`src/sv/frnc_pkg.sv`:
```
`timescale 1ns / 1ps
// Shared constants, types and the circle radius table of the neighbor counter.
// No dependencies.
package frnc_pkg;

   localparam int MAX_POINTS    = 64;
   localparam int COORD_BITS    = 14;
   localparam int INDEX_BITS    = 6;
   localparam int RSQ_BITS      = 28;
   localparam int PCOUNT_BITS   = 7;
   localparam int MASK_BITS     = 64;
   localparam int NEAR_BITS     = 6;
   localparam int RADIUS_BITS   = 20;
   localparam int CSR_ADDR_BITS = 3;
   localparam int CSR_DATA_BITS = 32;

   localparam int IDX_BITS      = (MAX_POINTS > 1) ? $clog2(MAX_POINTS) : 1;
   localparam int LIM_BITS      = $clog2(MAX_POINTS + 1);
   localparam int MASK_SEL_BITS = $clog2(MASK_BITS);
   localparam int POINT_BITS    = 2 * COORD_BITS;
   localparam int DIFF_BITS     = COORD_BITS + 1;
   localparam int SQ_BITS       = 2 * COORD_BITS + 1;
   localparam int SUM_BITS      = SQ_BITS + 1;
   localparam int CMP_BITS      = (SUM_BITS > RSQ_BITS) ? SUM_BITS : RSQ_BITS;

   localparam logic [RSQ_BITS-1:0]    RSQ_RESET    = RSQ_BITS'(640000);
   localparam logic [PCOUNT_BITS-1:0] PCOUNT_RESET = PCOUNT_BITS'(64);
   localparam int                     RAD_MAX_EXP  = 27;
   localparam logic [RADIUS_BITS-1:0] RAD_SAT      = {RADIUS_BITS{1'b1}};
   localparam int                     NEAR_MAX     = 63;

   localparam logic FUNC_LOAD  = 1'b0;
   localparam logic FUNC_QUERY = 1'b1;

   localparam logic REG_RSQ    = 1'b0;
   localparam logic REG_PCOUNT = 1'b1;

   typedef struct packed {
      logic                busy;
      logic                valid;
      logic                hit;
      logic [IDX_BITS-1:0] tag;
   } hit_type;

   // 1.5^n, 4 fraction bits (raw 16 * 1.5^n), rounded to nearest, saturating
   function automatic logic [RADIUS_BITS-1:0] circle_radius_of(input logic [IDX_BITS-1:0] n);
      logic [4:0]             e;
      logic [RADIUS_BITS-1:0] r;
      e = 5'(n);
      unique case (e)
         5'd0:    r = 20'd16;
         5'd1:    r = 20'd24;
         5'd2:    r = 20'd36;
         5'd3:    r = 20'd54;
         5'd4:    r = 20'd81;
         5'd5:    r = 20'd122;
         5'd6:    r = 20'd182;
         5'd7:    r = 20'd273;
         5'd8:    r = 20'd410;
         5'd9:    r = 20'd615;
         5'd10:   r = 20'd923;
         5'd11:   r = 20'd1384;
         5'd12:   r = 20'd2076;
         5'd13:   r = 20'd3114;
         5'd14:   r = 20'd4671;
         5'd15:   r = 20'd7006;
         5'd16:   r = 20'd10509;
         5'd17:   r = 20'd15764;
         5'd18:   r = 20'd23646;
         5'd19:   r = 20'd35469;
         5'd20:   r = 20'd53204;
         5'd21:   r = 20'd79806;
         5'd22:   r = 20'd119709;
         5'd23:   r = 20'd179564;
         5'd24:   r = 20'd269346;
         5'd25:   r = 20'd404019;
         5'd26:   r = 20'd606028;
         5'd27:   r = 20'd909042;
         default: r = RAD_SAT;
      endcase
      if (int'(n) > RAD_MAX_EXP) begin
         r = RAD_SAT;
      end
      return r;
   endfunction

endpackage

```
`src/sv/fixed_radius_neighbor_count.sv`:
```
`timescale 1ns / 1ps
// Fixed-radius neighbor counter, top level: sequencer, CSRs, result register.
// Query beat: stored points below limit are scanned, limit = min(point_count, 64); next
// beat accepted once the result is registered; a new result waits while an older one
// is unread. One stored point per cycle through the distance unit.
// Synchronous active-high reset clears control and presets CSRs; point store is kept.
// Depends on frnc_pkg, frnc_point_mem, frnc_dist_unit.
module fixed_radius_neighbor_count
   import frnc_pkg::*;
(
   input  logic                     clock,
   input  logic                     reset,
   input  logic                     req_valid,
   output logic                     req_ready,
   input  logic                     req_func,
   input  logic [INDEX_BITS-1:0]    req_index,
   input  logic [COORD_BITS-1:0]    req_x_pos,
   input  logic [COORD_BITS-1:0]    req_y_pos,
   output logic                     rsp_valid,
   input  logic                     rsp_ready,
   output logic [MASK_BITS-1:0]     rsp_neighbor_mask,
   output logic [NEAR_BITS-1:0]     rsp_near_total,
   output logic [RADIUS_BITS-1:0]   rsp_circle_radius,
   input  logic                     csr_psel,
   input  logic                     csr_penable,
   input  logic                     csr_pwrite,
   input  logic [CSR_ADDR_BITS-1:0] csr_paddr,
   input  logic [CSR_DATA_BITS-1:0] csr_pwdata,
   output logic [CSR_DATA_BITS-1:0] csr_prdata,
   output logic                     csr_pready
);

   localparam logic [2:0] ST_IDLE  = 3'd0;
   localparam logic [2:0] ST_FETCH = 3'd1;
   localparam logic [2:0] ST_LATCH = 3'd2;
   localparam logic [2:0] ST_SCAN  = 3'd3;
   localparam logic [2:0] ST_DRAIN = 3'd4;
   localparam logic [2:0] ST_DONE  = 3'd5;

   logic [2:0]              state_ff, state_in;
   logic [INDEX_BITS-1:0]   qidx_ff, qidx_in;
   logic [LIM_BITS-1:0]     limit_ff, limit_in;
   logic [LIM_BITS-1:0]     scan_k_ff, scan_k_in;
   logic [POINT_BITS-1:0]   qpt_ff, qpt_in;
   logic                    vld1_ff, vld1_in;
   logic [IDX_BITS-1:0]     tag1_ff, tag1_in;
   logic [MASK_BITS-1:0]    mask_ff, mask_in;
   logic [IDX_BITS-1:0]     cnt_ff, cnt_in;
   logic                    rsp_valid_ff, rsp_valid_in;
   logic [MASK_BITS-1:0]    rsp_mask_ff, rsp_mask_in;
   logic [NEAR_BITS-1:0]    rsp_near_ff, rsp_near_in;
   logic [RADIUS_BITS-1:0]  rsp_rad_ff, rsp_rad_in;
   logic [RSQ_BITS-1:0]     rsq_ff, rsq_in;
   logic [PCOUNT_BITS-1:0]  pcount_ff, pcount_in;

   logic                    req_beat, csr_write, idx_ok;
   logic                    mem_wr_en;
   logic [IDX_BITS-1:0]     mem_rd_addr;
   logic [POINT_BITS-1:0]   mem_rd_data;
   logic [MASK_SEL_BITS-1:0] mask_sel;
   hit_type                 hit;

   assign req_beat  = req_valid && req_ready;
   assign csr_write = csr_psel && csr_penable && csr_pwrite && csr_pready;
   assign idx_ok    = int'(req_index) < MAX_POINTS;
   assign mem_wr_en = req_beat && (req_func == FUNC_LOAD) && idx_ok;
   assign mask_sel  = MASK_SEL_BITS'(hit.tag);

   frnc_point_mem u_mem (
      .clock   (clock),
      .wr_en   (mem_wr_en),
      .wr_addr (IDX_BITS'(req_index)),
      .wr_data ({req_x_pos, req_y_pos}),
      .rd_addr (mem_rd_addr),
      .rd_data (mem_rd_data)
   );

   frnc_dist_unit u_dist (
      .clock       (clock),
      .reset       (reset),
      .in_valid    (vld1_ff),
      .in_tag      (tag1_ff),
      .query_point (qpt_ff),
      .cand_point  (mem_rd_data),
      .radius_sq   (rsq_ff),
      .result      (hit)
   );

   always_comb begin
      rsq_in    = rsq_ff;
      pcount_in = pcount_ff;
      if (csr_write) begin
         unique case (csr_paddr[2])
            REG_RSQ:    rsq_in    = csr_pwdata[RSQ_BITS-1:0];
            REG_PCOUNT: pcount_in = csr_pwdata[PCOUNT_BITS-1:0];
            default:    rsq_in    = rsq_ff;
         endcase
      end
   end

   always_comb begin
      unique case (csr_paddr[2])
         REG_RSQ:    csr_prdata = CSR_DATA_BITS'(rsq_ff);
         REG_PCOUNT: csr_prdata = CSR_DATA_BITS'(pcount_ff);
         default:    csr_prdata = '0;
      endcase
   end

   assign csr_pready = 1'b1;

   always_comb begin
      state_in     = state_ff;
      qidx_in      = qidx_ff;
      limit_in     = limit_ff;
      scan_k_in    = scan_k_ff;
      qpt_in       = qpt_ff;
      vld1_in      = 1'b0;
      tag1_in      = scan_k_ff[IDX_BITS-1:0];
      mask_in      = mask_ff;
      cnt_in       = cnt_ff;
      rsp_valid_in = rsp_valid_ff && !rsp_ready;
      rsp_mask_in  = rsp_mask_ff;
      rsp_near_in  = rsp_near_ff;
      rsp_rad_in   = rsp_rad_ff;
      mem_rd_addr  = scan_k_ff[IDX_BITS-1:0];

      if (hit.valid && hit.hit) begin
         cnt_in = cnt_ff + IDX_BITS'(1);
         if (int'(hit.tag) < MASK_BITS) begin
            mask_in[mask_sel] = 1'b1;
         end
      end

      unique case (state_ff)
         ST_IDLE: begin
            if (req_beat && req_func == FUNC_QUERY) begin
               qidx_in  = req_index;
               mask_in  = '0;
               cnt_in   = '0;
               limit_in = (int'(pcount_ff) > MAX_POINTS) ? LIM_BITS'(MAX_POINTS)
                                                         : LIM_BITS'(pcount_ff);
               state_in = idx_ok ? ST_FETCH : ST_DONE;
            end
         end
         ST_FETCH: begin
            mem_rd_addr = IDX_BITS'(qidx_ff);
            state_in    = ST_LATCH;
         end
         ST_LATCH: begin
            qpt_in    = mem_rd_data;
            scan_k_in = '0;
            state_in  = (limit_ff == '0) ? ST_DRAIN : ST_SCAN;
         end
         ST_SCAN: begin
            vld1_in   = int'(scan_k_ff) != int'(qidx_ff);
            scan_k_in = scan_k_ff + LIM_BITS'(1);
            if (scan_k_ff == limit_ff - LIM_BITS'(1)) begin
               state_in = ST_DRAIN;
            end
         end
         ST_DRAIN: begin
            if (!vld1_ff && !hit.busy && !hit.valid) begin
               state_in = ST_DONE;
            end
         end
         ST_DONE: begin
            if (!rsp_valid_ff || rsp_ready) begin
               rsp_valid_in = 1'b1;
               rsp_mask_in  = mask_ff;
               rsp_near_in  = (int'(cnt_ff) > NEAR_MAX) ? NEAR_BITS'(NEAR_MAX)
                                                        : NEAR_BITS'(cnt_ff);
               rsp_rad_in   = circle_radius_of(cnt_ff);
               state_in     = ST_IDLE;
            end
         end
         default: state_in = ST_IDLE;
      endcase
   end

   always_ff @(posedge clock) begin
      if (reset) begin
         state_ff     <= ST_IDLE;
         vld1_ff      <= 1'b0;
         rsp_valid_ff <= 1'b0;
         rsq_ff       <= RSQ_RESET;
         pcount_ff    <= PCOUNT_RESET;
      end else begin
         state_ff     <= state_in;
         vld1_ff      <= vld1_in;
         rsp_valid_ff <= rsp_valid_in;
         rsq_ff       <= rsq_in;
         pcount_ff    <= pcount_in;
      end
   end

   always_ff @(posedge clock) begin
      qidx_ff     <= qidx_in;
      limit_ff    <= limit_in;
      scan_k_ff   <= scan_k_in;
      qpt_ff      <= qpt_in;
      tag1_ff     <= tag1_in;
      mask_ff     <= mask_in;
      cnt_ff      <= cnt_in;
      rsp_mask_ff <= rsp_mask_in;
      rsp_near_ff <= rsp_near_in;
      rsp_rad_ff  <= rsp_rad_in;
   end

   assign req_ready         = (state_ff == ST_IDLE);
   assign rsp_valid         = rsp_valid_ff;
   assign rsp_neighbor_mask = rsp_mask_ff;
   assign rsp_near_total    = rsp_near_ff;
   assign rsp_circle_radius = rsp_rad_ff;

   a_scan_in_range: assert property (@(posedge clock) disable iff (reset)
      state_ff == ST_SCAN |-> int'(scan_k_ff) < int'(limit_ff))
      else $error("scan index past limit");

   a_count_matches_mask: assert property (@(posedge clock) disable iff (reset)
      state_ff == ST_DONE |-> int'(cnt_ff) == $countones(mask_ff))
      else $error("neighbor count disagrees with mask");

   a_hit_only_in_scan: assert property (@(posedge clock) disable iff (reset)
      hit.valid |-> (state_ff == ST_SCAN || state_ff == ST_DRAIN))
      else $error("distance result outside scan");

   a_rsp_from_done: assert property (@(posedge clock) disable iff (reset)
      $rose(rsp_valid_ff) |-> $past(state_ff) == ST_DONE)
      else $error("result raised outside done state");

endmodule

```
`src/sv/frnc_point_mem.sv`:
```
`timescale 1ns / 1ps
// Point store: one write port, one registered read port.
// Depends on frnc_pkg.
module frnc_point_mem
   import frnc_pkg::*;
(
   input  logic                  clock,
   input  logic                  wr_en,
   input  logic [IDX_BITS-1:0]   wr_addr,
   input  logic [POINT_BITS-1:0] wr_data,
   input  logic [IDX_BITS-1:0]   rd_addr,
   output logic [POINT_BITS-1:0] rd_data
);

   logic [POINT_BITS-1:0] mem [MAX_POINTS];
   logic [POINT_BITS-1:0] rd_data_ff;

   always_ff @(posedge clock) begin
      if (wr_en) begin
         mem[wr_addr] <= wr_data;
      end
   end

   always_ff @(posedge clock) begin
      rd_data_ff <= mem[rd_addr];
   end

   assign rd_data = rd_data_ff;

endmodule

```
`src/sv/frnc_dist_unit.sv`:
```
`timescale 1ns / 1ps
// Shared squared distance unit: subtract and square, then add and compare.
// Two register stages, one point per cycle. Depends on frnc_pkg.
module frnc_dist_unit
   import frnc_pkg::*;
(
   input  logic                  clock,
   input  logic                  reset,
   input  logic                  in_valid,
   input  logic [IDX_BITS-1:0]   in_tag,
   input  logic [POINT_BITS-1:0] query_point,
   input  logic [POINT_BITS-1:0] cand_point,
   input  logic [RSQ_BITS-1:0]   radius_sq,
   output hit_type               result
);

   logic signed [COORD_BITS-1:0]  qx, qy, cx, cy;
   logic signed [DIFF_BITS-1:0]   dx, dy;
   logic signed [2*DIFF_BITS-1:0] prod_x, prod_y;
   logic [SUM_BITS-1:0]           sum;

   logic                s1_valid_ff, s1_valid_in;
   logic [IDX_BITS-1:0] s1_tag_ff;
   logic [SQ_BITS-1:0]  sqx_ff, sqy_ff;
   logic                s2_valid_ff, s2_valid_in;
   logic [IDX_BITS-1:0] s2_tag_ff;
   logic                s2_hit_ff, s2_hit_in;

   assign qx = query_point[POINT_BITS-1:COORD_BITS];
   assign qy = query_point[COORD_BITS-1:0];
   assign cx = cand_point[POINT_BITS-1:COORD_BITS];
   assign cy = cand_point[COORD_BITS-1:0];

   assign dx = DIFF_BITS'(qx) - DIFF_BITS'(cx);
   assign dy = DIFF_BITS'(qy) - DIFF_BITS'(cy);
   assign prod_x = dx * dx;
   assign prod_y = dy * dy;

   assign sum = SUM_BITS'(sqx_ff) + SUM_BITS'(sqy_ff);
   assign s1_valid_in = in_valid;
   assign s2_valid_in = s1_valid_ff;
   assign s2_hit_in = CMP_BITS'(sum) < CMP_BITS'(radius_sq);

   always_ff @(posedge clock) begin
      if (reset) begin
         s1_valid_ff <= 1'b0;
         s2_valid_ff <= 1'b0;
      end else begin
         s1_valid_ff <= s1_valid_in;
         s2_valid_ff <= s2_valid_in;
      end
   end

   always_ff @(posedge clock) begin
      s1_tag_ff <= in_tag;
      sqx_ff    <= prod_x[SQ_BITS-1:0];
      sqy_ff    <= prod_y[SQ_BITS-1:0];
      s2_tag_ff <= s1_tag_ff;
      s2_hit_ff <= s2_hit_in;
   end

   assign result.busy  = s1_valid_ff;
   assign result.valid = s2_valid_ff;
   assign result.hit   = s2_hit_ff;
   assign result.tag   = s2_tag_ff;

endmodule
```
`config.mk`:
```
export PLATFORM = sky130hd
export DESIGN_NAME = fixed_radius_neighbor_count
export DESIGN_NICKNAME = d
export VERILOG_FILES = /design/src/sv/frnc_pkg.sv /design/src/sv/fixed_radius_neighbor_count.sv /design/src/sv/frnc_point_mem.sv /design/src/sv/frnc_dist_unit.sv
export SDC_FILE = /design/constraint.sdc
export NUM_CORES = 2
export LEC_CHECK = 0
export BUFFER_PORTS_ARGS = -buffer_cell sky130_fd_sc_hd__buf_4
export CAP_MARGIN = 20
export CELL_PAD_IN_SITES_DETAIL_PLACEMENT = 0
export CELL_PAD_IN_SITES_GLOBAL_PLACEMENT = 1
export CORE_ASPECT_RATIO = 0.5
export CORE_MARGIN = 4
export CORE_UTILIZATION = 38
export DETAILED_ROUTE_END_ITERATION = 8
export PLACE_DENSITY = 0.55
export REMOVE_ABC_BUFFERS = 1
export SYNTH_ARGS = -nofsm -noshare
export SYNTH_HDL_FRONTEND = slang
export SYNTH_HIERARCHICAL = 1
export SYNTH_SLANG_ARGS = --single-unit
```
`constraint.sdc`:
```
create_clock -name clock -period 9.8 [get_ports clock]
set_input_delay 0 -clock clock [delete_from_list [all_inputs] [get_ports clock]]
set_output_delay 0 -clock clock [all_outputs]
set_load 0.05 [all_outputs]
```
Word-level counts from Yosys, hierarchy flattened
Memories as Yosys holds them, arrays and structs flattened. A register that Yosys moved wholly into a read port is not among the register bits. Cells that the tools add are included.

Memories: 2. Memory bits (writable): 1792. Memory bits (read-only): 640. Output and inout port bits: 125. Word-level logic and storage cells: 97. Register bits after elaboration: 307. Bits of input ports: 77.

Memories: u_mem.mem (words 64, width 28, read ports 1, clocked after memory_dff 1, wr ports 1, RTL line frnc_point_mem.sv:15) `logic [POINT_BITS-1:0] mem [MAX_POINTS];`; (no name shown) (words 32, width 20, read ports 1, clocked after memory_dff 1, wr ports 0, RTL line frnc_pkg.sv:50) `unique case (e)`.

Mux-type cells: 21. Add/subtract/negate cells: 6. Magnitude comparators: 5. Reduce and logical (&&, ||, !) cells: 25. $mul: 2. Equality and inequality tests: 11. Bitwise gates (word level): 4.

Operators by type and width (count): $mux 64 (3); $or 64x64->64 (1); $pmux 32 s2 (1); $mul 15x15->29 (2); $add 29x29->30 (1); $lt 30x28->1 (1); $sub 14x14->15 (2); $mux 6 (4); $pmux 3 s6 (1); $mux 3 (5); $pmux 7 s2 (1); $logic_and 1x1->1 (10); $reduce_and 2->1 (4); $add 7x1->7 const B (1); $eq 7x7->1 (1); $gt 7x7->1 const B (1); $logic_not 7->1 (1); $lt 6x7->1 const B (1); $ne 7x7->1 (1); $sub 7x1->7 const B (1); $add 6x1->6 const B (1); $demux 1 s6 (1); $eq 3x2->1 const B (2); $eq 3x3->1 const B (2); 13 further kinds (25).

Depth between registers and ports, before layout
Depth after elaboration: 8. Depth in mapped cells: 33. Depth with buffers taken out: 32.

Modules after synthesis
The synthesis kept the hierarchy.

Modules (own cells, without submodules): frnc_point_mem (seq. area each 54372.1 um^2, cells each 3105, times used 1, area an instance 69188.9 um^2); frnc_dist_unit (seq. area each 1421.4 um^2, cells each 2115, times used 1, area an instance 19144.6 um^2); fixed_radius_neighbor_count (seq. area each 6466.2 um^2, cells each 852, times used 1, area an instance 9683.0 um^2).

Least setup slack after synthesis
OpenSTA, ideal clock, no wires.

Kind: register to register. Start point: register qpt_ff[0]. End point: register u_dist.sqy_ff[27]. Required time: 9677 ps. Setup time: 123 ps. Arrival time: 7404 ps. Setup slack: 2273 ps. Path buffers: 1. Stages on the path, launching flop included: 30. Clock period less this slack: 7527 ps. Cells stage by stage: edfxtp_1 inv_1 ha_1 fa_1 nor2b_1 o21ai_1 a21bo_2 a21oi_1 o311ai_1 a31oi_2 clkbuf_1 nor2_1 fa_1 inv_1 fa_1 inv_1 fa_1 fa_1 fa_1 inv_1 fa_1 inv_1 ha_1 a21oi_1 inv_1 or3_1 a31o_2 a311oi_2 a21oi_1 xor2_1.

Cells in the longest elaborated chain, start to end: 2.

RTL lines: from (decl) (RTL line fixed_radius_neighbor_count.sv:44) `logic [POINT_BITS-1:0] qpt_ff, qpt_in;`; from (signal assigned) (RTL line fixed_radius_neighbor_count.sv:200) `qpt_ff <= qpt_in;`; $sub 14x14->15 (RTL line frnc_dist_unit.sv:35) `assign dy = DIFF_BITS'(qy) - DIFF_BITS'(cy);`; $mul 15x15->29 (RTL line frnc_dist_unit.sv:37) `assign prod_y = dy * dy;`; named net u_dist.prod_y[27] (RTL line frnc_dist_unit.sv:19) `logic signed [2*DIFF_BITS-1:0] prod_x, prod_y;`; to (signal assigned) (RTL line frnc_dist_unit.sv:57) `sqy_ff <= prod_y[SQ_BITS-1:0];`; to (decl) (RTL line frnc_dist_unit.sv:24) `logic [SQ_BITS-1:0] sqx_ff, sqy_ff;`.

The timed path passes the listed nets, and every way through them passes these cells. A chain may end at the register's enable or synchronous reset.

Worst setup path after layout
Same ends and word-level chain as after synthesis.

==> results.rst <==
.. list-table::
   :header-rows: 1

   * - Metric
     - Value
   * - Avg Cell Area, Syn
     - 16.14 sq um
   * - RSZ-0062 raised after global routing
     - no
   * - Worst setup path category
     - reg2reg
   * - Overall routing resource usage
     - 19.54%
   * - Pre-CTS worst setup slack
     - 1362 ps
   * - Combinational family with the most area after synthesis
     - multiplexers
   * - Number of buffers on the longest clock path
     - 4
   * - Outcome
     - finished clean
   * - Violation count after the first detailed-route iteration
     - 4621
   * - Distinct cell type count after synthesis
     - 89
   * - Count of fill cells added during filler insertion
     - 22.59k
   * - Most instantiated library cell after synthesis
     - sky130_fd_sc_hd__edfxtp_1
   * - 1st-pass router iterations
     - 5
   * - Post-placement cell count
     - 9595
   * - Complex-gate fraction of the synthesized area
     - 4.949%
   * - Detailed-route DRC error count
     - 0
   * - Clock tree from TritonCTS
     - built
   * - Number of non-filler instances in the completed layout
     - 10.12k
   * - Detailed-routing wirelength on met1
     - 119.1 mm
   * - Avg Vias per Cell
     - 5.275
   * - Vias in the first global route
     - ~56k
   * - Area post-placement
     - 104100 sq um
   * - Share of the synthesized area in the top cell type
     - 59.13%
   * - Share of layout cells above drive strength 1
     - 18.99%
   * - Cell area after synthesis
     - around 98000 sq um
   * - Global-route wire length before repair
     - 385.0 mm
   * - Highest clock frequency the design can meet
     - 118.2 MHz
   * - Leading cell types by total area after synthesis
     - sky130_fd_sc_hd__edfxtp_1 (59%), sky130_fd_sc_hd__mux4_2 (8.5%), sky130_fd_sc_hd__fa_1 (7.8%)
   * - Area fraction in and, or, nand and nor cells after synthesis
     - 4.201%
   * - Final worst-path setup slack
     - 1338 ps
   * - Maximum capacitance violations
     - 0
   * - Area of the core
     - ~260000 sq um
   * - Quantity of gates resized following cts
     - 0
   * - Top layer in use
     - met5
   * - Gate count of the mapped netlist
     - 6072
   * - Biggest cell delay along the critical path
     - 860 ps
   * - Insertion delay of the later-clocked pin in the worst-skew pair
     - 870 ps
   * - Routability congestion estimate
     - 0.8187
   * - Final Cell Area
     - 112000 sq um
   * - Nets
     - 7212
   * - Tcrit/Tclk final
     - a little under nine tenths
   * - Top cell types by occurrence after synthesis
     - sky130_fd_sc_hd__edfxtp_1 (1930), sky130_fd_sc_hd__inv_1 (615), sky130_fd_sc_hd__fa_1 (384)
   * - Hold Violations, Final
     - 0
   * - Via total after detailed routing
     - roughly 53k
   * - Post-CTS setup-driven buffer insertion count
     - 0
   * - Setup violation total in the final timing report
     - 0
   * - Die boundary width
     - 726.2 um
   * - Cts bufs inserted
     - between 200 and 250
   * - Die ar.
     - approximately 270000 sq um
   * - Die H
     - 367.1 um
   * - Rows
     - 131
   * - Library cell occupying the most area in the post-synthesis netlist
     - sky130_fd_sc_hd__edfxtp_1
   * - Maximum number of pins on one net before global-route repair
     - 78
   * - Number of antenna violations at the first check in global routing
     - 26
   * - Count of H-tree levels built during CTS
     - 4
   * - Sum of routed wire length over all layers
     - 262.5 mm
   * - Type of element capturing the critical path
     - flip-flop
   * - Clock skew
     - between 80 and 90 ps
   * - Most frequent cell on the critical path
     - sky130_fd_sc_hd__fa_1
   * - Fraction of the mapped netlist area in adder cells
     - between 10% and 20%
   * - Crit path launch type
     - flip-flop
   * - Remaining number of nets flagged by the antenna check after routing
     - 0
   * - Worst hold path type
     - in2reg
   * - Worst slew margin relative to its limit
     - 27.26%
   * - Starting density of the core
     - 38.31%
   * - Count of input and output buffers
     - 190
   * - Worst-Margin Slew
     - 1081 ps
   * - Setup TNS Final
     - 0 ps
   * - Number of enable-type register cells in the synthesized netlist
     - 1930
   * - Gr ovfl total
     - 0
   * - Primary flip-flop cell chosen by synthesis mapping
     - sky130_fd_sc_hd__edfxtp_1
   * - Total of flip-flops plus latches after synthesis
     - approximately 2.1k
   * - Number of hold-repair buffers added at the cts stage
     - between 100 and 150
   * - XOR/XNOR share of the synthesized area
     - 1.274%
   * - Routed met2 length
     - 122.8 mm
   * - CTS Sinks
     - 2145
   * - Arrival time reported for the critical path endpoint
     - 9140 ps
   * - CP Data Required Time
     - 10470 ps
   * - Synthesis-to-layout area growth
     - 14.31%
   * - Share of synthesized flip-flops with an asynchronous set or reset
     - 0%
   * - Period minus WS final
     - 8462 ps
   * - Slowest library cell on the worst path
     - sky130_fd_sc_hd__fa_1
   * - Root cell of the clock tree
     - sky130_fd_sc_hd__clkbuf_16
   * - Number of placed I/O pins
     - 202
   * - Share of the yosys chip area belonging to registers
     - 63.52%
   * - Largest driver fanout on the critical path
     - 15
   * - Clock transition at the register clock pins on the worst setup and hold paths after CTS
     - 70 ps
   * - Final slew viol count
     - 0
   * - Placed wire-length estimate after detailed placement
     - 162.8 mm
   * - Met3 wirelength from detailed routing
     - 15.13 mm
   * - Mux contribution to synthesized area
     - 11.17%
   * - Count of yosys warnings during synthesis
     - 6
   * - WL per Instance
     - 25.95 um
-- path summary, 6_finish.rpt --
path	endpoint	from	slack [ps]	cells after the start
max	u_dist/sqy_ff[27]$_DFF_P_	qpt_ff[0]$_DFFE_PP_	1340	28
min reg2reg	u_dist/s2_tag_ff[5]$_DFF_P_	u_dist/s1_tag_ff[5]$_DFF_P_	330	0
min	qidx_ff[0]$_DFFE_PP_	req_index[0]	80	2
max reg2reg	u_dist/sqy_ff[27]$_DFF_P_	qpt_ff[0]$_DFFE_PP_	1340	28
-- kinds of logic (layout without fill, tap and decap cells) --
| group | count (synthesis) | count (layout) |
|---|---|---|
| buffers and inverters | 896 | 1468 |
| AND/OR/NAND/NOR | 903 | 903 |
| XOR/XNOR | 140 | 140 |
| other | 2 | 15 |
| flip-flops | 2145 | 2145 |
| adder cells (fa/ha/maj) | 640 | 640 |
| multiplexers | 616 | 616 |
| AO/OA/AOI/OAI | 730 | 730 |
-- registers in the layout (all words and copies together) (netlist names), 7 cells and up --
name	flops
limit_ff	7
rsp_neighbor_mask	64
qpt_ff	28
rsp_circle_radius	20
u_dist/sqy_ff	28
u_mem/rd_data	28
u_dist/sqx_ff	28
mask_ff	64
rsq_ff	28
u_mem/mem	1792
pcount_ff	7
scan_k_ff	7
-- metrics by stage --
stage	utilization, %	hold WS (ps)
floorplan	-	69.07
global placement	40.65	220.6
detailed placement	40.70	224.3
CTS	43.76	31.90
global route	43.78	40.08
finish	43.79	78.20
-- critical path, delay by kind of cell (launching register included) --
kind	cells	cell delay [ps]
and+or+nand+nor	3	690
AOI/OAI and AO/OA	9	2500
buffers and inverters	6	370
adders and majority gates	9	4290
DFF	1	320
xor gates and xnor gates	1	150
-- per-layer routing --
metal  vias up  track usage [%]
li1      23410                -
met1     28320            27.99
met2      1344            31.49
met3       286            3.173
met4         2            4.220
met5         -                0
-- final cells by class --
class	count	area, sq um	share of cell area, %
Sequential cell	2145	62260	55.57
Multi-Input combinational cell	3034	32610	29.10
Clock buffer	258	5444	4.859
Tap cell	3458	4327	3.861
Timing Repair Buffer	482	4111	3.669
Inverter	629	2361	2.107
Clock inverter	99	909.6	0.8118
Antenna cell	10	25.02	0.02233
-- cell usage in the layout, fill, tap and decap left out, types with 36 or more instances in the layout --
master and n:
sky130_fd_sc_hd__edfxtp_1 1930, sky130_fd_sc_hd__inv_1 615, sky130_fd_sc_hd__fa_1 384, sky130_fd_sc_hd__mux4_2 369, sky130_fd_sc_hd__buf_4 317, sky130_fd_sc_hd__nand2_1 279, sky130_fd_sc_hd__nor2_1 258, sky130_fd_sc_hd__ha_1 256
sky130_fd_sc_hd__dfxtp_1 215, sky130_fd_sc_hd__a21oi_1 207, sky130_fd_sc_hd__clkbuf_16 206, sky130_fd_sc_hd__dlygate4sd3_1 148, sky130_fd_sc_hd__mux2_2 127, sky130_fd_sc_hd__mux2i_1 117, sky130_fd_sc_hd__o22ai_1 108, sky130_fd_sc_hd__xnor2_1 97
sky130_fd_sc_hd__o21ai_0 80, sky130_fd_sc_hd__nor2b_1 69, sky130_fd_sc_hd__nor3_1 54, sky130_fd_sc_hd__a21o_1 50, sky130_fd_sc_hd__nor2_4 44, sky130_fd_sc_hd__clkbuf_1 40, sky130_fd_sc_hd__xor2_1 37, sky130_fd_sc_hd__clkinv_1 36
Power is left out: the tool's default activity adds up to more than one toggle a clock period on the data nets, which glitch-free logic cannot reach.
